--- src/ghbs_pkg.sv ---
// Shared types, constants and helpers for the grid height bilinear sampler.
// No dependencies; imported by every module of the block but ghbs_ram.
package ghbs_pkg;

   // Defaults for the grid size parameters.
   localparam int DEF_MAX_X_VERTICES = 64;
   localparam int DEF_MAX_Z_VERTICES = 64;

   // Fixed field widths.
   localparam int CFG_W     = 7;
   localparam int CSR_IDX_W = 2;
   localparam int VIDX_W    = 12;
   localparam int SAMPLE_W  = 8;
   localparam int COORD_W   = 16;
   localparam int HEIGHT_W  = 16;

   // Fixed-point datapath widths.
   localparam int MUL_A_W = 24;   // widest A operand: Q8.15 row blend
   localparam int MUL_B_W = 16;   // Q0.15 weights up to 1.0, offsets up to 32768
   localparam int PROD_W  = MUL_A_W + MUL_B_W;
   localparam int ACC_W   = 39;   // Q8.30 column blend
   localparam int S_W     = 23;   // (n-1)*u, cell in [22:15], fraction in [14:0]
   localparam int FRAC_W  = 15;
   localparam int CELL_W  = S_W - FRAC_W;
   localparam int ROW_W   = 23;   // Q8.15 row blend
   localparam int CLAMP_W = COORD_W + 1;
   localparam int IDX_X_W = 17;   // wide enough for any store address sum

   localparam logic [MUL_B_W-1:0] ONE_Q15 = 16'h8000;
   localparam int COUNT_RESET = 64;
   localparam int ROUND_SHIFT = 22;

   // Operation codes.
   localparam logic OP_WRITE = 1'b0;
   localparam logic OP_QUERY = 1'b1;

   // CSR indexes.
   localparam logic [CSR_IDX_W-1:0] CSR_X_VERTICES = 2'd0;
   localparam logic [CSR_IDX_W-1:0] CSR_Z_VERTICES = 2'd1;

   // Corner select: bit 0 picks the x1 column, bit 1 the z1 row.
   localparam logic [1:0] CORNER_X0Z0 = 2'b00;
   localparam logic [1:0] CORNER_X1Z0 = 2'b01;
   localparam logic [1:0] CORNER_X0Z1 = 2'b10;
   localparam logic [1:0] CORNER_X1Z1 = 2'b11;

   typedef enum logic [3:0] {
      ST_CLEAR,
      ST_IDLE,
      ST_MUL_X,
      ST_MUL_Z,
      ST_ROW,
      ST_RD00,
      ST_RD10,
      ST_RD01,
      ST_RD11,
      ST_MAC11,
      ST_BLEND0,
      ST_BLEND1,
      ST_DONE
   } state_type;

   typedef enum logic [2:0] {
      MA_XN1,   // x_vertices - 1
      MA_ZN1,   // z_vertices - 1
      MA_Z0,    // z cell index
      MA_RAM,   // height read from the store
      MA_R0,    // first row blend
      MA_R1     // second row blend
   } mula_type;

   typedef enum logic [2:0] {
      MB_UX,    // x offset
      MB_UZ,    // z offset
      MB_XN,    // x_vertices
      MB_WX0,   // 1 - fx
      MB_FX,
      MB_WZ0,   // 1 - fz
      MB_FZ
   } mulb_type;

   typedef struct packed {
      logic       clear;
      logic       load;
      logic       write;
      mula_type   mul_a;
      mulb_type   mul_b;
      logic       acc_en;
      logic       acc_add;
      logic       sx_en;
      logic       sz_en;
      logic       base_en;
      logic [1:0] corner;
      logic       r0_en;
      logic       r1_en;
      logic       out_load;
   } dp_cmd_type;

   typedef struct packed {
      logic clear_last;
      logic out_free;
   } dp_sts_type;

   localparam dp_cmd_type CMD_NOP = '{
      clear:    1'b0,
      load:     1'b0,
      write:    1'b0,
      mul_a:    MA_RAM,
      mul_b:    MB_FX,
      acc_en:   1'b0,
      acc_add:  1'b0,
      sx_en:    1'b0,
      sz_en:    1'b0,
      base_en:  1'b0,
      corner:   CORNER_X0Z0,
      r0_en:    1'b0,
      r1_en:    1'b0,
      out_load: 1'b0
   };

   // Saturate a vertex count to [2, maxv].
   function automatic logic [8:0] limit_count(input logic [CFG_W-1:0] v,
                                              input logic [8:0] maxv);
      logic [8:0] w;
      w = 9'(v);
      if (w < 9'd2) begin
         w = 9'd2;
      end else if (w > maxv) begin
         w = maxv;
      end
      return w;
   endfunction

endpackage

--- src/ghbs_ctrl.sv ---
// Sequencer for the height sampler: clearing pass, item intake and the query steps.
// Depends on ghbs_pkg; drives ghbs_datapath through dp_cmd_type.
module ghbs_ctrl import ghbs_pkg::*; (
   input  logic       clock,
   input  logic       reset,
   input  logic       req_valid,
   output logic       req_ready,
   input  logic       req_operation,
   input  dp_sts_type sts,
   output dp_cmd_type cmd
);

   state_type state_ff, state_in;

   always_ff @(posedge clock) begin
      if (reset) begin
         state_ff <= ST_CLEAR;
      end else begin
         state_ff <= state_in;
      end
   end

   always_comb begin
      state_in  = state_ff;
      cmd       = CMD_NOP;
      req_ready = 1'b0;
      case (state_ff)
         ST_CLEAR: begin
            cmd.clear = 1'b1;
            if (sts.clear_last) begin
               state_in = ST_IDLE;
            end
         end
         ST_IDLE: begin
            req_ready = 1'b1;
            if (req_valid) begin
               cmd.load = 1'b1;
               if (req_operation == OP_QUERY) begin
                  state_in = ST_MUL_X;
               end else begin
                  cmd.write = 1'b1;
               end
            end
         end
         ST_MUL_X: begin
            cmd.mul_a = MA_XN1;
            cmd.mul_b = MB_UX;
            cmd.sx_en = 1'b1;
            state_in  = ST_MUL_Z;
         end
         ST_MUL_Z: begin
            cmd.mul_a = MA_ZN1;
            cmd.mul_b = MB_UZ;
            cmd.sz_en = 1'b1;
            state_in  = ST_ROW;
         end
         ST_ROW: begin
            cmd.mul_a   = MA_Z0;
            cmd.mul_b   = MB_XN;
            cmd.base_en = 1'b1;
            state_in    = ST_RD00;
         end
         ST_RD00: begin
            cmd.corner = CORNER_X0Z0;
            state_in   = ST_RD10;
         end
         ST_RD10: begin
            cmd.corner = CORNER_X1Z0;
            cmd.mul_a  = MA_RAM;
            cmd.mul_b  = MB_WX0;
            cmd.acc_en = 1'b1;
            state_in   = ST_RD01;
         end
         ST_RD01: begin
            cmd.corner  = CORNER_X0Z1;
            cmd.mul_a   = MA_RAM;
            cmd.mul_b   = MB_FX;
            cmd.acc_en  = 1'b1;
            cmd.acc_add = 1'b1;
            state_in    = ST_RD11;
         end
         ST_RD11: begin
            cmd.corner = CORNER_X1Z1;
            cmd.r0_en  = 1'b1;
            cmd.mul_a  = MA_RAM;
            cmd.mul_b  = MB_WX0;
            cmd.acc_en = 1'b1;
            state_in   = ST_MAC11;
         end
         ST_MAC11: begin
            cmd.mul_a   = MA_RAM;
            cmd.mul_b   = MB_FX;
            cmd.acc_en  = 1'b1;
            cmd.acc_add = 1'b1;
            state_in    = ST_BLEND0;
         end
         ST_BLEND0: begin
            cmd.r1_en  = 1'b1;
            cmd.mul_a  = MA_R0;
            cmd.mul_b  = MB_WZ0;
            cmd.acc_en = 1'b1;
            state_in   = ST_BLEND1;
         end
         ST_BLEND1: begin
            cmd.mul_a   = MA_R1;
            cmd.mul_b   = MB_FZ;
            cmd.acc_en  = 1'b1;
            cmd.acc_add = 1'b1;
            state_in    = ST_DONE;
         end
         ST_DONE: begin
            if (sts.out_free) begin
               cmd.out_load = 1'b1;
               state_in     = ST_IDLE;
            end
         end
         default: begin
            state_in = ST_IDLE;
         end
      endcase
   end

`ifndef SYNTHESIS
   a_query_starts: assert property (@(posedge clock) disable iff (reset)
      (req_valid && req_ready && req_operation == OP_QUERY) |=> state_ff == ST_MUL_X)
      else $error("query accepted but sequence did not start");

   a_write_single: assert property (@(posedge clock) disable iff (reset)
      (req_valid && req_ready && req_operation == OP_WRITE) |=> state_ff == ST_IDLE)
      else $error("write word did not complete in one cycle");

   a_done_waits: assert property (@(posedge clock) disable iff (reset)
      (state_ff == ST_DONE && !sts.out_free) |=> state_ff == ST_DONE)
      else $error("result dropped while output register full");

   a_clear_holds: assert property (@(posedge clock) disable iff (reset)
      (state_ff == ST_CLEAR && !sts.clear_last) |=> (state_ff == ST_CLEAR && !req_ready))
      else $error("clearing pass left early");
`endif

endmodule

--- config.mk ---
export PLATFORM = sky130hd
export DESIGN_NAME = ghbs_ctrl
export DESIGN_NICKNAME = d
export VERILOG_FILES = /design/src/ghbs_pkg.sv /design/src/ghbs_ctrl.sv
export SDC_FILE = /design/constraint.sdc
export NUM_CORES = 1
export LEC_CHECK = 0
export BUFFER_PORTS_ARGS = -buffer_cell sky130_fd_sc_hd__buf_4
export CAP_MARGIN = 40
export CORE_AREA = 2 2 39 41
export CTS_CLUSTER_SIZE = 24
export DETAILED_ROUTE_END_ITERATION = 6
export DIE_AREA = 0 0 41 43
export PLACE_DENSITY = 0.69
export SYNTH_ARGS = -nofsm -noshare
export SYNTH_HDL_FRONTEND = slang
export SYNTH_SLANG_ARGS = --single-unit
export TNS_END_PERCENT = 100
--- constraint.sdc ---
create_clock -name clock -period 3.42 [get_ports clock]
set_clock_uncertainty 0.05 [all_clocks]
set_input_delay 1.026 -clock clock [delete_from_list [all_inputs] [get_ports clock]]
set_output_delay 1.026 -clock clock [all_outputs]
set_load 0.1 [all_outputs]
# Word-level counts from Yosys, hierarchy flattened
# Index checks and enable logic that the tools add are counted.
dict set report totals {
  ff_bits 4
  in_bits 6
  output_inout_bits 20
  wordCells 43
}
dict set report classes {
  n_eq_ne 16
  mux 21
  n_reduce_logical 5
}
# cell count
set ops {}
lappend ops {{4-bit case mux with 13 select lines} 1}
lappend ops {{6-bit case mux with 6 select lines} 1}
lappend ops {{4-bit == test (second input constant)} 5}
lappend ops {{4-bit by 3-bit == test with 1-bit output (second input constant)} 4}
lappend ops {{4-bit two-way mux} 4}
lappend ops {{1-bit two-way mux} 12}
lappend ops {{4-bit by 2-bit == test with 1-bit output (second input constant)} 2}
lappend ops {{2-bit inequality test (second input constant)} 4}
lappend ops {{2-bit case mux with 3 select lines} 1}
lappend ops {{6-bit OR reduction} 1}
lappend ops {{4-bit by 1-bit == test with 1-bit output (second input constant)} 1}
lappend ops {{4-bit zero test} 1}
lappend ops {{2-bit two-way mux} 2}
lappend ops {{4-bit AND reduction} 1}
lappend ops {{3-bit OR reduction} 1}
lappend ops {{2-bit OR reduction} 1}

# Logic depth before layout (Yosys ltp)
# Gate-level depths: netlist (run 1).
dict set report logic_depth {
  depth_word 3
  mapped_depth 5
  depth_no_buf 4
}

# Worst setup path after synthesis (run 1)
# No wires, ideal clock.
dict set report synth_timing {
  kind {flip-flop to output port}
  from {reg state_ff[2]}
  to {out cmd[6] (netlist bit)}
  arrival_time_ps 3477
  t_required_ps 2344
  path_slack_ps -1133
  path_stages_with_launch 4
  path_buffers 0
  path_cell_list {dfxtp_1 -> inv_2 -> nand2_1 -> nor3b_1}
}
# item line
set synth_rtl {}
lappend synth_rtl {{start: declaration} ghbs_ctrl.sv:13} ;# state_type state_ff, state_in;
lappend synth_rtl {{start signal: assignment} ghbs_ctrl.sv:19} ;# state_ff <= state_in;
lappend synth_rtl {{end: declaration} ghbs_ctrl.sv:10} ;# output dp_cmd_type cmd

==> results of run 1 <==
final timing paths:
check	from	to	cells past startpoint
setup / recovery	state_ff[0]$_SDFFE_PP0P_	cmd[16]	4
hold / removal	state_ff[2]$_SDFFE_PP0P_	state_ff[2]$_SDFFE_PP0P_	2
setup reg to reg	state_ff[1]$_SDFFE_PP0P_	state_ff[0]$_SDFFE_PP0P_	4
hold reg to reg	state_ff[2]$_SDFFE_PP0P_	state_ff[2]$_SDFFE_PP0P_	2
layout make-up:
type	count	area, sq um
clock buffer	3	22.5
multi-input combinational	53	333
inverter	1	3.75
fill	144	728
timing repair buffer	26	195
sequential	4	81.3
tap	16	20.0
cells in the final DEF, fill, tap and decap left out:
cell      count
nor3b_2       1
clkbuf_4      3
xor2_1        1
nor2_1        5
nor3_2        2
nand2_1       7
and2b_4       1
a21oi_1       4
and2_4        1
a22oi_1       1
nand3_1       2
nor4b_4       1
a21boi_1      1
nand3b_1      1
or2_2         1
nor3_1        2
and3_1        2
nor2b_1       1
o22ai_1       2
buf_4        26
nand2b_1      4
o21ai_0       3
and2_1        1
nor2_2        3
nor4_1        1
dfxtp_2       1
dfxtp_1       3
inv_2         1
o21ai_1       2
o21a_1        1
a211oi_1      2
through the flow:
step	area [sq um]	utilization, %	hold WS [ns]
after floorplan	459	-	0.472
after global placement	633	45.8	0.601
after detailed placement	633	45.8	0.604
after CTS	656	47.4	0.611
after global routing	656	47.4	0.653
final	656	47.4	0.617
worst register-to-register path: cells and delay by family (launching register included):
| kind | cells | cell delay, ns |
|---|---|---|
| and+or+nand+nor | 3 | 0.57 |
| DFF | 1 | 0.44 |
| AOI/OAI and AO/OA | 1 | 0.18 |
report_power, final:
group          total, mW  internal, mW  leakage (nW)  switching [mW]
sequential        0.0656        0.0509        0.0332          0.0146
clock             0.0573        0.0391        0.0138          0.0182
combinational      0.192        0.0452         0.258           0.147
kinds of logic (layout without fill, tap and decap cells):
logic type	after synthesis	in the layout
xor gates and xnor gates	1	1
and+or+nand+nor	36	36
DFF	4	4
AOI/OAI and AO/OA	16	16
buffers and inverters	7	30
metal layers:
layer  GRT usage [%]  up-vias  part of all wire [%]
met5               0        -                     0
met4            6.00        0                   1.6
met3            3.14        2                   5.6
met2            20.6       16                    46
met1            22.8      223                    47
li1                -      270                     -
==> flow_metrics.tcl, run 1 <==
set metrics [dict create \
    outcome "finished clean" \
    tns_ns 0 \
    clkTransAtPathRegs_ns 0.04 \
    critPathCaptureType "primary output" \
    worst-path-max-fanout 15 \
    path_cells "nor4b_4 -> and2_4 -> and2b_4 -> buf_4" \
    fmax_ghz 0.351 \
    hpwl_um 863 \
    routed_wl_um 1150 \
    synth-xor-area-share_pct 2.03 \
    wl_per_cell_um 11.2 \
    cts_sinks 4 \
    critPathSlowestCell "dfxtp_1" \
    grt_overflow 0 \
    cp.required_ns 2.34 \
    r2r_slack_ns 2.07 \
    setup_viol 0 \
    cts_max_path_buffers 2 \
    ys_ff_latch 4 \
    synth_compound_area_share_pct 22.1 \
    first_global_vias 447 \
    fp-row-count 14 \
    ios 26 \
    synth_top_cell_area_share_pct 18.6 \
    synth_cell_type_count 28 \
    async_flop_share_pct 0 \
    synthMuxAreaShare_pct 0 \
    clockRootBuffer "clkbuf_4" \
    period_share_pct 83.4 \
    dp_slack_ns 0.673 \
    synth_area_leaders "dfxtp_1 19%, nor2_1 7.0%, nand2_1 6.1%" \
    final_cells 103 \
    place.gp.congestion 0.815 \
    largest_register_ffs 4 \
    avgSynthCellArea_sq_um 6.73 \
    syn-cell-area_sq_um 430 \
    cap_violations 0 \
    start_util_pct 31.1 \
    drtIter0Drc 5 \
    cts_resized 0 \
    setup_ws_ns 0.569 \
    crit_path_start_kind "register" \
    grt_max_degree 16 \
    p_leak_nw 0.305 \
    io_buffer_count 25 \
    antenna_found_initial 0 \
    path_buf_inv 1 \
    area_growth_pct 52.3 \
    ir_worst_vdd_v 0.000251 \
    drive_gt1_share_pct 47.1 \
    synth_area_leader_cell "dfxtp_1" \
    yosysSeqAreaShare_pct 18.6 \
    grt_usage_pct 15.3 \
    clkLatencyLatePin_ns 0.23 \
    top_regs "state_ff: 4 flops" \
    synth_edf_count 0 \
    hold_class "reg -> reg" \
    synthAdderAreaFrac_pct 0 \
    rsz0062_at_grt "false" \
    crit_arrival_ns 1.77 \
    vias_per_cell 4.96 \
    critical_path.top_delay_family "simple AND/OR/NAND/NOR gates" \
    synth_top_family_by_area "simple AND/OR/NAND/NOR gates" \
    worstSetupPathType "reg -> out" \
    finalHoldViolCount 0 \
    final_max_slew_viol_count 0 \
    dieWidth_um 41 \
    drt-pass1-iter-count 4 \
    synth_common_cells "8 x nor2_1, 7 x nand2_1" \
    max_slew_margin_pct 68.6 \
    synthSimpleGateAreaFrac_pct 46.8 \
    num_antenna_cells 0 \
    final_nets 95 \
    die_y_um 43 \
    ys_warn_count 0 \
    synth_nets 70 \
    design.die.area_sq_um 1760 \
    synthMostInstantiatedCell "nor2_1" \
    tightest_slew_ns 0.470 \
    synth_ff_type "dfxtp_1" \
    synth_cells 64 \
    hold_buffers 0 \
    grt_pass1_wl_um 1920 \
    power.total_mw 0.315 \
    cts_tree "yes" \
    dp.cells 100 \
    coreArea_sq_um 1380 \
    ant_nets 0 \
    crit_path_max_incr_delay_ns 0.57 \
    vias 511 \
    htree_num_levels 1 \
    drc 0 \
    regMostFlops "state_ff" \
    numCtsBuffers 3 \
    p_per_area_nw_per_um2 480 \
    fin_crit_ns 2.85 \
    post_cts_buffers 0 \
]
Power figures use the tool's default switching activity.
==> inputs of run 2 (changes only) <==
- PLACE_DENSITY: 0.69 -> 0.71
- clock period: 3.42 -> 2.6 ns (I/O delays scaled with it)
==> flow_metrics.tcl, run 2 (synthesized netlist as in run 1, its figures left out) <==
set metrics [dict create \
    largest_register_ffs 4 \
    period_share_pct 95.4 \
    grt_pass1_wl_um 2000 \
    stdcell_area_sq_um 738 \
    crit_arrival_ns 1.65 \
    worst-path-max-fanout 10 \
    htree_num_levels 1 \
    outcome "finished clean" \
    r2r_start "state_ff[0]$_SDFFE_PP0P_" \
    fillers 128 \
    vias_per_cell 4.99 \
    drc 0 \
    grt_usage_pct 16.2 \
    num_antenna_cells 0 \
    clkTransAtPathRegs_ns 0.04 \
    top_regs "state_ff: 4 flops" \
    r2r_slack_ns 1.31 \
    tightest_slew_ns 0.367 \
    ir_worst_vdd_v 0.000289 \
    design.die.area_sq_um 1760 \
    rsz0062_at_grt "false" \
    finalHoldViolCount 0 \
    hold_class "reg -> reg" \
    vias 524 \
    ant_nets 0 \
    place.gp.congestion 0.828 \
    drt-pass1-iter-count 2 \
    tns_ns 0 \
    io_buffer_count 25 \
    cts_sinks 4 \
    cts_tree "yes" \
    hpwl_um 898 \
    final_nets 97 \
    fp-row-count 14 \
    hold_path_depth 2 \
    clockRootBuffer "clkbuf_4" \
    final_cells 105 \
    fmax_ghz 0.403 \
    final_max_slew_viol_count 0 \
    critPathSlowestCell "dfxtp_1" \
    crit_path_max_incr_delay_ns 0.49 \
    setup_ws_ns 0.120 \
    drtIter0Drc 3 \
    max_slew_margin_pct 75.4 \
    numCtsBuffers 3 \
    p_leak_nw 0.319 \
    drive_gt1_share_pct 60.7 \
    routed_wl_um 1200 \
    crit_path_start_kind "register" \
    start_util_pct 31.1 \
    wl_per_cell_um 11.4 \
    dp_slack_ns 0.287 \
    area_growth_pct 71.5 \
    p_per_area_nw_per_um2 588 \
    hold_buffers 0 \
    hold_end "state_ff[2]$_SDFFE_PP0P_" \
    die_y_um 43 \
    cap_violations 0 \
    layout_common_cells "28 x buf_4, 5 x nand2_1, 4 x nor2_2, 4 x a21oi_1" \
    path_cells "nor4b_4 -> and2_4 -> and2b_4 -> buf_4" \
    cts_max_path_buffers 2 \
    place_area_sq_um 709 \
    cp.required_ns 1.77 \
    first_global_vias 470 \
    dieWidth_um 41 \
    worstSetupPathType "reg -> out" \
    clkLatencyLatePin_ns 0.23 \
    critPathCaptureType "primary output" \
    final_common_cell "buf_4" \
    coreArea_sq_um 1380 \
    grt_overflow 0 \
    fin_crit_ns 2.48 \
    setup_viol 0 \
    regMostFlops "state_ff" \
    min_from "state_ff[2]$_SDFFE_PP0P_" \
    reg2reg_depth 5 \
    antenna_found_initial 0 \
    dp.cells 102 \
    grt_max_degree 16 \
    ios 26 \
    r2r_end "state_ff[0]$_SDFFE_PP0P_" \
]
-- run 2: final cells by class --
cell class	count	area, sq um	area share (%)
multi-input cells	53	397	53.7
repair buffers	28	210	28.5
flip-flops and latches	4	85.1	11.5
clock buffers	3	22.5	3.05
well taps	16	20.0	2.71
inverters	1	3.75	0.508
-- run 2: worst max-delay path by stage --
stage,startpoint,end,slack (ns),depth (start not counted)
after floorplan,state_ff[2]$_SDFFE_PP0P_,cmd[16],-0.68,3
after global placement,state_ff[1]$_SDFFE_PP0P_,cmd[11],0.30,5
after detailed placement,state_ff[1]$_SDFFE_PP0P_,cmd[11],0.29,5
after CTS,state_ff[1]$_SDFFE_PP0P_,cmd[11],0.03,5
after global routing,state_ff[0]$_SDFFE_PP0P_,cmd[16],0.003,4
final,state_ff[0]$_SDFFE_PP0P_,cmd[16],0.12,4
-- run 2: report_power, final --
group / internal, mW / switching (mW) / total [mW]
logic: 0.0703 / 0.204 / 0.274
clock network: 0.0515 / 0.0234 / 0.0749
registers: 0.0669 / 0.0180 / 0.0849
-- run 2: per-layer routing --
metal	global-route usage, %	part of all wire (%)
met3	1.57	6.0
met2	23.1	47
met4	8.00	0
met1	23.4	47
met5	0	0
-- run 2: repair_timing --
item	CTS	global route
resized for setup	0	3
endpoints found under the setup margin	0	3
buffers inserted	0	0
-- run 2: worst max-delay path, delay by kind of cell, from the launching register on --
family | cells | cell delay [ns]
buf+inv | 1 | 0.28
flops | 1 | 0.49
simple gates | 3 | 0.65
-- run 2: metrics by stage --
| step | power, mW | utilization, % | hold slack (ns) |
|---|---|---|---|
| 5_1_grt | 0.461 | 53.3 | 0.650 |
| 6_report | 0.434 | 53.3 | 0.604 |
| 2_1_floorplan | 0.313 | - | 0.482 |
| 3_5_place_dp | 0.358 | 51.3 | 0.641 |
| 3_3_place_gp | 0.357 | 51.3 | 0.622 |
| 4_1_cts | 0.439 | 52.9 | 0.649 |
